## src/rtl/pcwrl_pkg.sv

```systemverilog
package pcwrl_pkg;

  localparam int CFG_IDX_W  = 1;
  localparam int CFG_DATA_W = 16;

  localparam logic [CFG_IDX_W-1:0] REG_REQUEST_LIMIT  = 1'd0;
  localparam logic [CFG_IDX_W-1:0] REG_WINDOW_SECONDS = 1'd1;

  localparam logic [15:0] RESET_REQUEST_LIMIT  = 16'd10;
  localparam logic [15:0] RESET_WINDOW_SECONDS = 16'd60;
  localparam logic [15:0] COUNT_MAX            = 16'hFFFF;

  typedef struct packed {
    logic [31:0] client_addr;
    logic [31:0] now_seconds;
  } in_word_t;

  typedef struct packed {
    logic limited;
    logic table_full;
  } out_word_t;

  typedef struct packed {
    logic [15:0] count;
    logic [31:0] last_time;
  } slot_entry_t;

endpackage

```

## src/rtl/pcwrl_ram.sv

```systemverilog
module pcwrl_ram #(
  parameter int WIDTH = 48,
  parameter int DEPTH = 16
) (
  input  logic                                  clk,
  input  logic                                  we,
  input  logic [(DEPTH > 1 ? $clog2(DEPTH) : 1)-1:0] waddr,
  input  logic [WIDTH-1:0]                      wdata,
  input  logic                                  re,
  input  logic [(DEPTH > 1 ? $clog2(DEPTH) : 1)-1:0] raddr,
  output logic [WIDTH-1:0]                      rdata
);

  logic [WIDTH-1:0] mem [DEPTH];

  always_ff @(posedge clk) begin
    if (we) begin
      mem[waddr] <= wdata;
    end
    if (re) begin
      rdata <= mem[raddr];
    end
  end

endmodule

```

## src/rtl/per_client_window_rate_limiter_unit.sv

```systemverilog
// Channel  Ports                          Word
// in       in_valid, in_ready, in_data    in_word_t  (client_addr, now_seconds)
// out      out_valid, out_ready, out_data out_word_t (limited, table_full)
// cfg      cfg_we, cfg_index, cfg_wdata   16-bit register write, no wait
//
// Each word passes through S_IDLE (accept), S_LOOK (tag compare with slot RAM read), S_CALC (update and write back).
// The slot RAM read-modify-write sets the rate; one word in flight at a time.
// rst_n clears the valid bits and loads the register defaults; tags and RAM are not cleared.
// A pending result in the output register does not block acceptance; the update stage
// holds only while a previous result waits.
module per_client_window_rate_limiter_unit
  import pcwrl_pkg::*;
#(
  parameter int TABLE_DEPTH = 16
) (
  input  logic                  clk,
  input  logic                  rst_n,
  input  logic                  in_valid,
  output logic                  in_ready,
  input  in_word_t              in_data,
  output logic                  out_valid,
  input  logic                  out_ready,
  output out_word_t             out_data,
  input  logic                  cfg_we,
  input  logic [CFG_IDX_W-1:0]  cfg_index,
  input  logic [CFG_DATA_W-1:0] cfg_wdata
);

  localparam int IDX_W   = (TABLE_DEPTH > 1) ? $clog2(TABLE_DEPTH) : 1;
  localparam int ENTRY_W = $bits(slot_entry_t);

  localparam logic [1:0] S_IDLE = 2'd0;
  localparam logic [1:0] S_LOOK = 2'd1;
  localparam logic [1:0] S_CALC = 2'd2;

  logic [1:0]             state_r, state_nxt;
  logic [TABLE_DEPTH-1:0] valid_r, valid_nxt;
  logic [31:0]            tag_r [TABLE_DEPTH];
  logic [15:0]            limit_r, window_r;
  in_word_t               req_r;
  logic [IDX_W-1:0]       slot_r, slot_nxt;
  logic                   new_r, new_nxt;
  logic                   full_r, full_nxt;
  logic                   out_valid_r, out_valid_nxt;
  out_word_t              out_data_r, out_data_nxt;

  logic                   hit, has_free;
  logic [IDX_W-1:0]       hit_idx, free_idx;
  logic                   tag_we;

  logic                   ram_we, ram_re;
  slot_entry_t            ram_wdata, ram_rdata;
  slot_entry_t            cur;
  logic [31:0]            elapsed;
  logic [15:0]            count_inc;
  logic                   restart;
  logic                   out_free;

  pcwrl_ram #(
    .WIDTH (ENTRY_W),
    .DEPTH (TABLE_DEPTH)
  ) u_slot_ram (
    .clk   (clk),
    .we    (ram_we),
    .waddr (slot_r),
    .wdata (ram_wdata),
    .re    (ram_re),
    .raddr (hit_idx),
    .rdata (ram_rdata)
  );

  always_comb begin
    hit      = 1'b0;
    hit_idx  = '0;
    has_free = 1'b0;
    free_idx = '0;
    for (int k = TABLE_DEPTH - 1; k >= 0; k--) begin
      if (valid_r[k] && tag_r[k] == req_r.client_addr) begin
        hit     = 1'b1;
        hit_idx = IDX_W'(k);
      end
      if (!valid_r[k]) begin
        has_free = 1'b1;
        free_idx = IDX_W'(k);
      end
    end
  end

  always_comb begin
    cur       = new_r ? slot_entry_t'('0) : ram_rdata;
    elapsed   = req_r.now_seconds - cur.last_time;
    restart   = elapsed >= {16'd0, window_r};
    count_inc = (cur.count < COUNT_MAX) ? cur.count + 16'd1 : cur.count;
    if (restart) begin
      ram_wdata.count     = 16'd1;
      ram_wdata.last_time = req_r.now_seconds;
    end else begin
      ram_wdata.count     = count_inc;
      ram_wdata.last_time = cur.last_time;
    end
  end

  assign out_free = !out_valid_r || out_ready;
  assign in_ready = (state_r == S_IDLE);

  always_comb begin
    state_nxt     = state_r;
    valid_nxt     = valid_r;
    slot_nxt      = slot_r;
    new_nxt       = new_r;
    full_nxt      = full_r;
    out_valid_nxt = out_valid_r;
    out_data_nxt  = out_data_r;
    tag_we        = 1'b0;
    ram_re        = 1'b0;
    ram_we        = 1'b0;
    if (out_valid_r && out_ready) begin
      out_valid_nxt = 1'b0;
    end
    case (state_r)
      S_IDLE: begin
        if (in_valid) begin
          state_nxt = S_LOOK;
        end
      end
      S_LOOK: begin
        state_nxt = S_CALC;
        full_nxt  = 1'b0;
        new_nxt   = 1'b0;
        if (hit) begin
          ram_re   = 1'b1;
          slot_nxt = hit_idx;
        end else if (has_free) begin
          tag_we              = 1'b1;
          valid_nxt[free_idx] = 1'b1;
          slot_nxt            = free_idx;
          new_nxt             = 1'b1;
        end else begin
          full_nxt = 1'b1;
        end
      end
      S_CALC: begin
        if (out_free) begin
          state_nxt     = S_IDLE;
          out_valid_nxt = 1'b1;
          if (full_r) begin
            out_data_nxt.limited    = 1'b1;
            out_data_nxt.table_full = 1'b1;
          end else begin
            ram_we                  = 1'b1;
            out_data_nxt.limited    = !restart && (count_inc > limit_r);
            out_data_nxt.table_full = 1'b0;
          end
        end
      end
      default: begin
        state_nxt = S_IDLE;
      end
    endcase
  end

  always_ff @(posedge clk) begin
    if (!rst_n) begin
      state_r     <= S_IDLE;
      valid_r     <= '0;
      out_valid_r <= 1'b0;
      limit_r     <= RESET_REQUEST_LIMIT;
      window_r    <= RESET_WINDOW_SECONDS;
    end else begin
      state_r     <= state_nxt;
      valid_r     <= valid_nxt;
      out_valid_r <= out_valid_nxt;
      if (cfg_we) begin
        case (cfg_index)
          REG_REQUEST_LIMIT:  limit_r  <= cfg_wdata;
          REG_WINDOW_SECONDS: window_r <= cfg_wdata;
          default: ;
        endcase
      end
    end
  end

  always_ff @(posedge clk) begin
    if (in_valid && in_ready) begin
      req_r <= in_data;
    end
    if (tag_we) begin
      tag_r[free_idx] <= req_r.client_addr;
    end
    slot_r     <= slot_nxt;
    new_r      <= new_nxt;
    full_r     <= full_nxt;
    out_data_r <= out_data_nxt;
  end

  assign out_valid = out_valid_r;
  assign out_data  = out_data_r;

endmodule

```

## config.mk

```make
export PLATFORM = sky130hd
export DESIGN_NAME = per_client_window_rate_limiter_unit
export DESIGN_NICKNAME = d
export VERILOG_FILES = /design/src/rtl/pcwrl_pkg.sv /design/src/rtl/pcwrl_ram.sv /design/src/rtl/per_client_window_rate_limiter_unit.sv
export SDC_FILE = /design/constraint.sdc
export NUM_CORES = 2
export LEC_CHECK = 0
export BUFFER_PORTS_ARGS = -buffer_cell sky130_fd_sc_hd__clkbuf_2
export CAP_MARGIN = 20
export CORE_ASPECT_RATIO = 0.7
export CORE_MARGIN = 4
export CORE_UTILIZATION = 60
export DETAILED_ROUTE_END_ITERATION = 8
export PLACE_DENSITY = 0.82
export SLEW_MARGIN = 20
export SYNTH_ARGS = -nofsm -noshare
export SYNTH_HDL_FRONTEND = slang
export SYNTH_HIERARCHICAL = 1
export SYNTH_SLANG_ARGS = --single-unit
```

## constraint.sdc

```tcl
create_clock -name clk -period 11.7 [get_ports clk]
set_input_delay 2.34 -clock clk [delete_from_list [all_inputs] [get_ports clk]]
set_output_delay 2.34 -clock clk [all_outputs]
set_load 0.01 [all_outputs]
```

==> results.cfg <==
[yosys]
synth_area_mm2 = 0.0613
synth-seq-cells = 1451
ys_types = 77
avgSynthCellArea_um2 = 16.6
synth_edf_count = 1400
synth_cells = 3681
async_reset_ff_share_pct = 0
synth-warning-count = 6
ys.flop_type = edfxtp_1
synth_fp_nets = 3832
yosysSeqAreaShare_pct = 70.3

[setup_path]
r2r-start = new_r
cpPeakStageDelay_ps = 940
cpMostUsedCell = buf_4
cp.required_ps = 12100
cp_max_fo = 32
worstPathArrival_ps = 7670
crit_type = reg -> reg
worstRegToRegCells = 23
start_kind = flip-flop
cpMaxStageDelayCell = mux2i_1
r2r_setup_slack_ps = 4430
worstReg2RegEnd = u_slot_ram/mem[9][4]
path_cells = buf_4, nor2b_1, ha_1, inv_1, fa_1, a211oi_1, o21ai_1, a21boi_1, o21bai_1, a21oi_1, xnor2_1, ha_1, a21o_1, a21oi_1, nor2_1, or3_1, a221o_1, nand4bb_1, nand4bb_1, nor4_4, buf_4, buf_4, mux2i_1
crit_path_end_kind = flip-flop

[run_status]
status = completed

[timing]
period_share_pct = 62.2
final.setup_skew_ps = 46.5
relSlewSlack_pct = 22.1
setup_violations = 0
setup_tns_ps = 0
finalMaxSlewViolations = 0
tightest_slew_ps = 1170
setup_ws_ps = 4430
final-hold-violation-count = 0
period_needed_ps = 7270
rsz0062_at_grt = false
max_freq_mhz = 138

[power_and_ir_drop]
peakVddDrop_v = 0.000140
power_frac_seq_pct = 54.3
p_leak_nw = 21.9
p_int_w = 0.00830
combinationalPowerShare_pct = 5.0
power.switching_w = 0.00227
p_clk_share_pct = 40.7
pwr_density_cell_mw_per_mm2 = 156
p_sw_share_pct = 21.5

[grt]
antenna_found_initial = 3
grt_max_degree = 105
grt_pass1_wl_um = 223000
grtUsageMet2_pct = 41.3
busiest_layer = met1
overflow = 0
grt_use_total_pct = 28.3
grt_pass1_vias = 34500
met1_usage_pct = 42.9
met3_usage_pct = 7.05

[clocking]
cts-resized-gates = 0
postCtsSetupBuffers = 0
insertion_delay_ps = 770
h-tree-depth = 4
cts_tree = built
cts_made_buffers = 135
hold_buffers = 0
clockBufferDepth = 3
clkTransAtPathRegs_ps = 60
clockRootBuffer = clkbuf_16
cts_sinks = 1451

[die]
die_h_um = 275
dieArea_mm2 = 0.107
initial_utilization_pct = 60.9
die_x_um = 390
io_pins = 90
row_count = 97
core_area_mm2 = 0.101

[route]
drtIter0Drc = 5290
wirelength_um = 152000
dr.pass1.iters = 5
wl_per_cell_um = 28.7
via_per_inst = 6.64
drc = 0
antenna_left = 0
dr_total_vias = 35100

[place]
hpwl_um = 84100
dp_cells = 5047
preCtsSetupSlack_ps = 4150
io_buffer_count = 89
gp_congestion = 0.934

[layout]
syn_to_final_growth_pct = 11.0
fin_nets = 4001
final_cell_mix = 1400 x edfxtp_1, 269 x xnor2_1, 260 x xor2_1
diodes = 0
layout-drive-gt1-share_pct = 16.9
post-route-util_pct = 67.6
finalNonFillerCells = 5283
final_common_cell = edfxtp_1

[hold_path]
hold_class = reg -> reg
min_from = window_r[14]
hold_end = window_r[14]
holdPathStages = 2

[run]
cap_violations = 0
-- logic make-up (layout without fill, tap and decap cells) --
| kind of cell | count (synthesis) | in the layout | synth area share [%] |
|---|---|---|---|
| mux | 227 | 227 | 7.64 |
| buf+inv | 249 | 515 | 1.90 |
| fa+ha+maj | 65 | 65 | 1.34 |
| xor+xnor | 529 | 529 | 7.56 |
| flops | 1451 | 1451 | 70.3 |
| compound gates | 309 | 309 | 3.57 |
| simple gates | 851 | 851 | 7.70 |
-- cells in the mapped netlist (7+ instances only) --
| library cell | number | area share (%) |
|---|---|---|
| a31oi_1 | 8 | 0.082 |
| a21o_1 | 21 | 0.26 |
| nand4_1 | 143 | 1.5 |
| buf_2 | 61 | 0.50 |
| nand2b_1 | 85 | 0.87 |
| nor2b_1 | 27 | 0.28 |
| o211ai_1 | 13 | 0.16 |
| clkbuf_1 | 54 | 0.33 |
| buf_4 | 38 | 0.47 |
| nor3_2 | 9 | 0.15 |
| nand4b_1 | 13 | 0.19 |
| a22oi_1 | 96 | 1.2 |
| and3_1 | 14 | 0.14 |
| nor4_1 | 134 | 1.4 |
| ha_1 | 64 | 1.3 |
| inv_1 | 85 | 0.52 |
| xnor2_1 | 269 | 3.8 |
| o21ai_0 | 28 | 0.23 |
| buf_1 | 10 | 0.061 |
| nor3_1 | 44 | 0.36 |
| mux4_2 | 192 | 7.1 |
| edfxtp_1 | 1400 | 69 |
| dfxtp_1 | 51 | 1.7 |
| nor4b_1 | 10 | 0.14 |
| nand2_1 | 193 | 1.2 |
| a21oi_1 | 37 | 0.30 |
| a21boi_0 | 33 | 0.40 |
| mux2i_1 | 32 | 0.52 |
| and2_1 | 7 | 0.071 |
| xor2_1 | 260 | 3.7 |
| nand3_1 | 52 | 0.42 |
| or4_1 | 9 | 0.11 |
| nor2_1 | 71 | 0.44 |
| o21a_1 | 21 | 0.26 |
-- metrics by stage --
stage / total power, W / hold WS (ps) / cell area (um^2)
final: 0.0106 / 470 / 68000
after global routing: 0.0109 / 484 / 68000
after detailed placement: 0.00636 / 461 / 63600
after global placement: 0.00634 / 451 / 63600
after floorplan: 0.00617 / 443 / 61300
after CTS: 0.0106 / 469 / 67900
-- registers in the layout (all words and copies together) (netlist names) --
name              count
u_slot_ram/mem      768
tag_r               512
req_r                64
u_slot_ram/rdata     48
limit_r              16
valid_r              16
window_r             16
slot_r                4
out_data              2
state_r               2
full_r                1
new_r                 1
out_valid             1
-- area by class of cell --
class	count	area [um^2]
Sequential cell	1451	43100
Fill cell	6225	32600
Multi-Input combinational cell	1981	17400
Clock buffer	170	3620
Tap cell	1336	1670
Timing Repair Buffer	196	1260
Clock inverter	64	632
Inverter	85	319
-- power by group through the flow --
| stage | Sequential, W | Combinational (W) | Clock [W] |
|---|---|---|---|
| finish | 0.00574 | 0.000525 | 0.00431 |
| global route | 0.00574 | 0.000563 | 0.00458 |
| detailed placement | 0.00585 | 0.000503 | 0 |
| CTS | 0.00574 | 0.000510 | 0.00435 |
| floorplan | 0.00586 | 0.000314 | 0 |
| global placement | 0.00585 | 0.000493 | 0 |
-- worst max path at each step --
| stage | startpoint | depth (start not counted) | end |
|---|---|---|---|
| after global routing | new_r | 23 | u_slot_ram/mem[15][1] |
| after global placement | new_r | 22 | u_slot_ram/mem[13][27] |
| after detailed placement | new_r | 21 | u_slot_ram/mem[7][25] |
| after floorplan | out_ready | 5 | u_slot_ram/mem[0][0] |
| final | new_r | 23 | u_slot_ram/mem[9][4] |
| after CTS | new_r | 21 | u_slot_ram/mem[10][19] |
-- metal layers --
layer / wire length (um) / vias to the layer above
li1: - / 14700
met1: 60100 / 17600
met2: 66400 / 2514
met3: 20800 / 341
met4: 4270 / 2
met5: 13 / -
-- critical path: cells and delay by family, from the launching register on --
family / cells / cell delay, ps
compound gates: 8 / 1660
simple gates: 6 / 1250
fa+ha+maj: 3 / 930
xor+xnor: 1 / 180
buf+inv: 4 / 1300
mux: 1 / 940
flops: 1 / 630
(Power assumes the default switching activity.)
